## src/hdl/pid_pkg.sv

```systemverilog
`timescale 1ns / 1ps

package pid_pkg;

  localparam int SAMPLE_WIDTH       = 16;
  localparam int GAIN_FRACTION_BITS = 8;
  localparam int GAIN_WIDTH         = 16;
  localparam int LIMIT_WIDTH        = 31;
  localparam int MODE_WIDTH         = 4;
  localparam int DATA_WIDTH         = 32;
  localparam int CFG_INDEX_WIDTH    = 3;
  localparam int CFG_DATA_WIDTH     = 32;

  localparam int ERR_WIDTH     = SAMPLE_WIDTH + 1;
  localparam int SUM_ERR_WIDTH = SAMPLE_WIDTH + 2;
  localparam int PROD_WIDTH    = SUM_ERR_WIDTH + GAIN_WIDTH;
  localparam int TERM_WIDTH    = PROD_WIDTH - GAIN_FRACTION_BITS;
  localparam int WIDE_WIDTH    = ((TERM_WIDTH > DATA_WIDTH) ? TERM_WIDTH : DATA_WIDTH) + 4;

  localparam int IN_TDATA_WIDTH  = ((2 * SAMPLE_WIDTH + 7) / 8) * 8;
  localparam int OUT_TDATA_WIDTH = 2 * DATA_WIDTH;

  localparam int MODE_TRAPEZOID  = 0;
  localparam int MODE_ANTI_WINDUP = 1;
  localparam int MODE_DERIV_MEAS = 2;
  localparam int MODE_SLEW       = 3;

  typedef enum logic [CFG_INDEX_WIDTH-1:0] {
    REG_KP,
    REG_KI,
    REG_KD,
    REG_INTEGRAL_LIMIT,
    REG_OUTPUT_LIMIT,
    REG_DELTA_LIMIT,
    REG_MODE
  } cfg_reg_t;

  typedef logic signed [WIDE_WIDTH-1:0] wide_t;
  typedef logic signed [DATA_WIDTH-1:0] data_t;

  function automatic data_t sat_data(input wide_t v);
    wide_t hi;
    wide_t lo;
    hi = WIDE_WIDTH'($signed({1'b0, {(DATA_WIDTH-1){1'b1}}}));
    lo = WIDE_WIDTH'($signed({1'b1, {(DATA_WIDTH-1){1'b0}}}));
    if (v > hi) begin
      return hi[DATA_WIDTH-1:0];
    end else if (v < lo) begin
      return lo[DATA_WIDTH-1:0];
    end
    return v[DATA_WIDTH-1:0];
  endfunction

  function automatic wide_t clamp_sym(input wide_t v, input logic [LIMIT_WIDTH-1:0] lim);
    wide_t l;
    l = WIDE_WIDTH'($signed({1'b0, lim}));
    if (lim == '0) begin
      return v;
    end else if (v > l) begin
      return l;
    end else if (v < -l) begin
      return -l;
    end
    return v;
  endfunction

endpackage

```

## src/hdl/pid_controller_with_options.sv

```systemverilog
`timescale 1ns / 1ps

// A request is held in the input register and then in the second-stage term registers; its
// result is offered from the output register on the master side. Throughput: one request
// per cycle while the master side does not stall; the gain products sit in the first stage
// and the integral, clamp and slew loop closes within the second stage. Reset (synchronous,
// active high) clears the configuration, the controller state and the pipeline valid flags.
module pid_controller_with_options (
  input  logic                                 clk,
  input  logic                                 rst,
  input  logic                                 s_tvalid,
  output logic                                 s_tready,
  input  logic [pid_pkg::IN_TDATA_WIDTH-1:0]   s_tdata,   // measurement, setpoint
  output logic                                 m_tvalid,
  input  logic                                 m_tready,
  output logic [pid_pkg::OUT_TDATA_WIDTH-1:0]  m_tdata,   // drive, integral_term
  input  logic                                 cfg_valid,
  output logic                                 cfg_ready,
  input  logic [pid_pkg::CFG_INDEX_WIDTH-1:0]  cfg_index,
  input  logic [pid_pkg::CFG_DATA_WIDTH-1:0]   cfg_data
);

  localparam int SW  = pid_pkg::SAMPLE_WIDTH;
  localparam int F   = pid_pkg::GAIN_FRACTION_BITS;
  localparam int EW  = pid_pkg::ERR_WIDTH;
  localparam int SEW = pid_pkg::SUM_ERR_WIDTH;
  localparam int PW  = pid_pkg::PROD_WIDTH;
  localparam int TW  = pid_pkg::TERM_WIDTH;
  localparam int WW  = pid_pkg::WIDE_WIDTH;
  localparam int DW  = pid_pkg::DATA_WIDTH;
  localparam int GW  = pid_pkg::GAIN_WIDTH;
  localparam int LW  = pid_pkg::LIMIT_WIDTH;

  // Configuration
  logic signed [GW-1:0]              kp;
  logic signed [GW-1:0]              ki;
  logic signed [GW-1:0]              kd;
  logic [LW-1:0]                     integral_limit;
  logic [LW-1:0]                     output_limit;
  logic [LW-1:0]                     delta_limit;
  logic [pid_pkg::MODE_WIDTH-1:0]    mode;

  assign cfg_ready = 1'b1;

  always_ff @(posedge clk) begin
    if (rst) begin
      kp             <= '0;
      ki             <= '0;
      kd             <= '0;
      integral_limit <= '0;
      output_limit   <= '0;
      delta_limit    <= '0;
      mode           <= '0;
    end else if (cfg_valid) begin
      case (pid_pkg::cfg_reg_t'(cfg_index))
        pid_pkg::REG_KP:             kp <= cfg_data[GW-1:0];
        pid_pkg::REG_KI:             ki <= cfg_data[GW-1:0];
        pid_pkg::REG_KD:             kd <= cfg_data[GW-1:0];
        pid_pkg::REG_INTEGRAL_LIMIT: integral_limit <= cfg_data[LW-1:0];
        pid_pkg::REG_OUTPUT_LIMIT:   output_limit <= cfg_data[LW-1:0];
        pid_pkg::REG_DELTA_LIMIT:    delta_limit <= cfg_data[LW-1:0];
        pid_pkg::REG_MODE:           mode <= cfg_data[pid_pkg::MODE_WIDTH-1:0];
        default: begin
        end
      endcase
    end
  end

  // Pipeline flow control
  logic v1;
  logic v2;
  logic out_en;
  logic s2_ready;
  logic s1_ready;

  assign out_en   = !m_tvalid || m_tready;
  assign s2_ready = !v2 || out_en;
  assign s1_ready = !v1 || s2_ready;
  assign s_tready = s1_ready;

  // Stage 1: input register, error and gain products
  logic signed [SW-1:0]  meas_q;
  logic signed [SW-1:0]  setp_q;
  logic signed [EW-1:0]  previous_error;
  logic signed [SW-1:0]  previous_measurement;

  logic signed [EW-1:0]  err;
  logic signed [SEW-1:0] i_sum;
  logic signed [SEW-1:0] d_diff;
  logic signed [PW-1:0]  p_prod;
  logic signed [PW-1:0]  i_prod;
  logic signed [PW-1:0]  d_prod;
  logic signed [PW-1:0]  i_shift;

  always_comb begin
    err = EW'(setp_q) - EW'(meas_q);
    if (mode[pid_pkg::MODE_TRAPEZOID]) begin
      i_sum = SEW'(previous_error) + SEW'(err);
    end else begin
      i_sum = SEW'(err);
    end
    if (mode[pid_pkg::MODE_DERIV_MEAS]) begin
      d_diff = SEW'(previous_measurement) - SEW'(meas_q);
    end else begin
      d_diff = SEW'(err) - SEW'(previous_error);
    end
    p_prod = PW'(err) * PW'(kp);
    i_prod = PW'(i_sum) * PW'(ki);
    d_prod = PW'(d_diff) * PW'(kd);
    if (mode[pid_pkg::MODE_TRAPEZOID]) begin
      i_shift = i_prod >>> (F + 1);
    end else begin
      i_shift = i_prod >>> F;
    end
  end

  always_ff @(posedge clk) begin
    if (rst) begin
      v1                   <= 1'b0;
      previous_error       <= '0;
      previous_measurement <= '0;
    end else begin
      if (s1_ready) begin
        v1 <= s_tvalid;
      end
      if (v1 && s2_ready) begin
        previous_error <= err;
        if (mode[pid_pkg::MODE_DERIV_MEAS]) begin
          previous_measurement <= meas_q;
        end
      end
    end
  end

  always_ff @(posedge clk) begin
    if (s1_ready && s_tvalid) begin
      meas_q <= s_tdata[SW-1:0];
      setp_q <= s_tdata[2*SW-1:SW];
    end
  end

  // Stage 2: integral, anti-windup, output clamp and slew loop
  logic signed [TW-1:0] p_term;
  logic signed [TW-1:0] i_step;
  logic signed [TW-1:0] d_term;

  always_ff @(posedge clk) begin
    if (rst) begin
      v2 <= 1'b0;
    end else if (s2_ready) begin
      v2 <= v1;
    end
  end

  always_ff @(posedge clk) begin
    if (v1 && s2_ready) begin
      p_term <= TW'(p_prod >>> F);
      i_step <= TW'(i_shift);
      d_term <= TW'(d_prod >>> F);
    end
  end

  pid_pkg::data_t integral_accumulator;
  pid_pkg::data_t previous_output;
  pid_pkg::data_t drive;
  pid_pkg::data_t integral_term;

  pid_pkg::data_t i_sat;
  pid_pkg::wide_t i_clamped;
  pid_pkg::wide_t abs_prev;
  pid_pkg::wide_t ten_abs;
  pid_pkg::wide_t out_lim;
  pid_pkg::wide_t nine_lim;
  pid_pkg::wide_t slew_lim;
  pid_pkg::wide_t diff;
  pid_pkg::wide_t out_clamped;
  logic           freeze;
  pid_pkg::data_t integral_next;
  pid_pkg::data_t pi_sum;
  pid_pkg::data_t pid_sum;
  pid_pkg::data_t drive_next;

  always_comb begin
    i_sat     = pid_pkg::sat_data(WW'(integral_accumulator) + WW'(i_step));
    i_clamped = pid_pkg::clamp_sym(WW'(i_sat), integral_limit);

    if (previous_output < 0) begin
      abs_prev = -WW'(previous_output);
    end else begin
      abs_prev = WW'(previous_output);
    end
    ten_abs  = (abs_prev <<< 3) + (abs_prev <<< 1);
    out_lim  = WW'($signed({1'b0, output_limit}));
    nine_lim = (out_lim <<< 3) + out_lim;
    freeze   = mode[pid_pkg::MODE_ANTI_WINDUP] && (output_limit != '0) && (ten_abs >= nine_lim);

    if (freeze) begin
      integral_next = integral_accumulator;
    end else begin
      integral_next = i_clamped[DW-1:0];
    end

    pi_sum      = pid_pkg::sat_data(WW'(p_term) + WW'(integral_next));
    pid_sum     = pid_pkg::sat_data(WW'(pi_sum) + WW'(d_term));
    out_clamped = pid_pkg::clamp_sym(WW'(pid_sum), output_limit);

    slew_lim = WW'($signed({1'b0, delta_limit}));
    diff     = WW'(previous_output) - out_clamped;
    if (!mode[pid_pkg::MODE_SLEW]) begin
      drive_next = out_clamped[DW-1:0];
    end else if (diff > slew_lim) begin
      drive_next = pid_pkg::sat_data(WW'(previous_output) - slew_lim);
    end else if (diff < -slew_lim) begin
      drive_next = pid_pkg::sat_data(WW'(previous_output) + slew_lim);
    end else begin
      drive_next = out_clamped[DW-1:0];
    end
  end

  always_ff @(posedge clk) begin
    if (rst) begin
      m_tvalid             <= 1'b0;
      integral_accumulator <= '0;
      previous_output      <= '0;
    end else begin
      if (out_en) begin
        m_tvalid <= v2;
      end
      if (v2 && out_en) begin
        integral_accumulator <= integral_next;
        previous_output      <= drive_next;
      end
    end
  end

  always_ff @(posedge clk) begin
    if (v2 && out_en) begin
      drive         <= drive_next;
      integral_term <= integral_next;
    end
  end

  assign m_tdata = {integral_term, drive};

`ifndef NO_ASSERTIONS
  // A stalled input side means every stage holds a request.
  assert property (@(posedge clk) disable iff (rst) !s_tready |-> (v1 && v2 && m_tvalid))
    else $error("input stalled while the pipeline has a free stage");

  // A new result only appears when the second stage held a request.
  assert property (@(posedge clk) disable iff (rst) $rose(m_tvalid) |-> $past(v2))
    else $error("result offered without a request in the second stage");

  // The fed-back output equals the result on offer.
  assert property (@(posedge clk) disable iff (rst) m_tvalid |-> (previous_output == drive))
    else $error("stored output differs from the offered drive");

  // The stored integral equals the integral on offer.
  assert property (@(posedge clk) disable iff (rst)
    m_tvalid |-> (integral_accumulator == integral_term))
    else $error("stored integral differs from the offered integral term");

  // Reset empties the pipeline.
  assert property (@(posedge clk) rst |=> (!m_tvalid && !v1 && !v2))
    else $error("pipeline not empty after reset");
`endif

endmodule

```

## config.mk

```make
export PLATFORM = sky130hd
export DESIGN_NAME = pid_controller_with_options
export DESIGN_NICKNAME = d
export VERILOG_FILES = /design/src/hdl/pid_pkg.sv /design/src/hdl/pid_controller_with_options.sv
export SDC_FILE = /design/constraint.sdc
export NUM_CORES = 2
export LEC_CHECK = 0
export ABC_CLOCK_PERIOD_IN_PS = 17660
export BUFFER_PORTS_ARGS = -buffer_cell sky130_fd_sc_hd__buf_4
export CAP_MARGIN = 20
export CORE_ASPECT_RATIO = 1.75
export CORE_UTILIZATION = 35
export DETAILED_ROUTE_END_ITERATION = 16
export GPL_ROUTABILITY_DRIVEN = 0
export GPL_TIMING_DRIVEN = 0
export MAX_ROUTING_LAYER = met4
export PLACE_DENSITY = 0.51
export SYNTH_ARGS = -nofsm -noshare
export SYNTH_HDL_FRONTEND = slang
export SYNTH_SLANG_ARGS = --single-unit
```

## constraint.sdc

```tcl
create_clock -name clk -period 17.66 [get_ports clk]
set_clock_uncertainty 0.05 [all_clocks]
set_input_delay 2.649 -clock clk [delete_from_list [all_inputs] [get_ports clk]]
set_output_delay 2.649 -clock clk [all_outputs]
set_load 0.03 [all_outputs]
```

==> impl_metrics.py <==
metrics = {
    "final_layout": {
        "final_cells": 11900,
        "final_layout_size_suffix_gt1_frac": 0.141,
        "nNetsFinal": 10900,
        "final_common_cell": "nand2_1",
        "final_cell_mix": "nand2_1 (1173), inv_1 (1151), fa_1 (862)",
        "area_growth_pct": 20.3,
    },
    "outcome": {
        "violations": "negative setup slack",
        "status": "finished with violations",
    },
    "place": {
        "portBuffers": 135,
        "place_hpwl_mm": 257,
        "dp.cells": 11500,
    },
    "sta": {
        "tns_ns": -128.20,
        "period_share": 1.12,
        "rsz0062_at_grt": "true",
        "period_minus_slack_ns": 19.86,
        "setup_viol": 64,
        "fmax_mhz": 50.4,
        "worstMarginPinSlew_ns": 1.30,
        "hold_viol": 0,
        "maxSlewViolCount": 0,
        "slew_headroom": 0.124,
        "setup_slack_ns": -2.20,
        "timing.hold.ws_ns": 0.410,
    },
    "worst_setup_path": {
        "slowest_delay_ns": 1.02,
        "cp.arrival_ns": 20.24,
        "slowest_stage": "o21ai_0",
        "crit_required_ns": 18.04,
        "critPathMaxFanout": 10,
        "worstSetupPathType": "flip-flop to flip-flop",
        "reg2reg_depth": 85,
        "end_kind": "flip-flop",
        "startpoint_type": "flip-flop",
    },
    "global_routing": {
        "grt_max_degree": 65,
        "grt_first_pass_wirelength_mm": 461,
        "antenna_found_initial": 23,
        "overflow": 0,
        "grt_util_all_layers": 0.313,
        "grt_pass1_vias": 70600,
    },
    "clocking": {
        "cts_made_buffers": 47,
        "root_buffer": "clkbuf_16",
        "cts_max_level": 2,
        "cts_hold_buf": 0,
        "clk_latency_ns": 0.70,
        "clock-sinks": 418,
        "clockBufferDepth": 3,
        "cts_tree": "built",
        "clk_pin_slew_ns": 0.07,
    },
    "yosys": {
        "ys_warn_count": 0,
        "muxShareOfSynthArea": 0.00878,
        "netlist_instances": 8636,
        "yosysSeqAreaShare": 0.140,
        "synth-simple-area-share": 0.178,
        "synthXorXnorAreaFrac": 0.0588,
        "async_flop_share": 0,
        "syn_area_sq_um": 72300,
        "synthAdderAreaFrac": 0.382,
        "synth_ff_type": "dfxtp_1",
        "synth_edf_count": 173,
        "avgSynthCellArea_sq_um": 8.37,
        "synth_cell_types": 94,
        "yosys_register_bits": 418,
        "synth_top_family_by_area": "adder cells",
        "synth_compound_area_frac": 0.154,
    },
    "hold_path": {
        "whs_path_depth": 2,
        "min_path_type": "flip-flop to flip-flop",
    },
    "floorplan": {
        "die_area_sq_um": 208000,
        "die_y_microns": 603,
        "core_sq_um": 205000,
        "io_pins": 139,
        "die_w_microns": 345,
        "row_count": 220,
        "start_util": 0.352,
    },
    "routing": {
        "final_antenna_net_count": 0,
        "wl_per_cell_microns": 26.8,
        "drtIter0Drc": 4477,
        "viasPerCell": 5.64,
        "drc": 0,
        "vias": 67400,
        "first_pass_iters": 7,
        "routed_wl_mm": 320,
    },
    "flow_run": {
        "maxCapViolCount": 0,
    },
}
cells in the mapped netlist (35+ instances only):
master    instances  area share
o22ai_1          36      0.0031
and2_1          309       0.027
nor2b_1          76      0.0066
nor3_1          152       0.011
o21bai_1         60      0.0062
o31ai_1          60      0.0062
xor2_1          104       0.013
o211ai_1         38      0.0039
ha_1            802        0.14
nand4_1          69      0.0060
mux2i_1          42      0.0058
and3_1           65      0.0056
o21ai_0         328       0.023
nor4_1           40      0.0035
fa_1            865        0.24
nand3_1         127      0.0088
or3_1            48      0.0042
a21o_1          157       0.016
o21a_1           79      0.0082
a31oi_1          56      0.0048
edfxtp_1        173       0.072
a21oi_1         563       0.039
clkbuf_1        303       0.016
a211oi_1         66      0.0069
or2_2            35      0.0030
xnor2_1         381       0.046
dfxtp_1         245       0.068
inv_1          1164       0.060
o32ai_1          35      0.0042
nand2_1        1199       0.062
nand2b_1         96      0.0083
nor2_1          426       0.022
cell families (layout without fill, tap and decap cells):
kind of cell,after synthesis,in the layout
fa+ha+maj,1691,1691
other cells,2,33
simple gates,2728,2728
buf+inv,1516,2125
xor+xnor,485,485
flops,418,418
compound gates,1735,1735
mux,61,61
path summary, 6_finish.rpt:
path	from	end	slack (ns)
max	previous_output[2]$_SDFFE_PP0P_	drive[24]$_DFFE_PP_	-2.20
min	previous_measurement[9]$_SDFFE_PP0P_	previous_measurement[9]$_SDFFE_PP0P_	0.41
max reg2reg	previous_output[2]$_SDFFE_PP0P_	drive[24]$_DFFE_PP_	-2.20
min reg2reg	previous_measurement[9]$_SDFFE_PP0P_	previous_measurement[9]$_SDFFE_PP0P_	0.41
stage by stage:
step | setup slack (ns) | utilization | cell area [sq um]
floorplan | -0.0273 | - | 72400
global placement | -12.40 | 0.374 | 76800
detailed placement | -11.38 | 0.378 | 77500
CTS | -1.63 | 0.411 | 84300
global route | -2.44 | 0.424 | 86900
finish | -2.20 | 0.424 | 87000
routing by layer:
metal  part of all wire  global-route usage  up-vias
met2               0.51               0.553     2724
met5                  0                   -        -
li1                   -                   -    30100
met3              0.058              0.0658     1551
met4               0.14               0.337        0
met1               0.30               0.261    33000
critical path, delay by kind of cell, from the launching register on:
kind | cells | cell delay [ns]
AO/OA/AOI/OAI | 33 | 7.75
AND/OR/NAND/NOR | 23 | 4.59
adder cells (fa/ha/maj) | 8 | 2.85
buffers and inverters | 15 | 2.54
XOR/XNOR | 4 | 0.88
multiplexers | 2 | 0.45
flip-flops | 1 | 0.37
state kept, by name (all words and copies together), names as in the netlist:
register / count
ki: 16
delta_limit: 31
previous_output: 32
i_step: 26
drive: 32
integral_limit: 31
previous_measurement: 16
kp: 16
kd: 16
integral_accumulator: 32
m_tvalid: 1
output_limit: 31
integral_term: 32
p_term: 25
setp_q: 16
v1: 1
d_term: 26
v2: 1
meas_q: 16
previous_error: 17
mode: 4
what timing repair did:
action	CTS	global route
pin swaps	195	178
resized for setup	706	300
gates cloned	7	8
endpoints found under the setup margin	64	64
buffers inserted	202	111
endpoints found under the hold margin	0	0
area by class of cell:
class,instances,area [sq um]
clock inverters,35,367
repair buffers,530,4830
fillers,20400,118000
flip-flops and latches,418,10100
inverters,1166,4390
diodes,30,75.1
clock buffers,53,1250
plain buffers,341,1980
well taps,2664,3330
multi-input cells,6703,60600
Power is left out: the tool's default activity adds up to more than one toggle a clock period on the data nets, which glitch-free logic cannot reach.
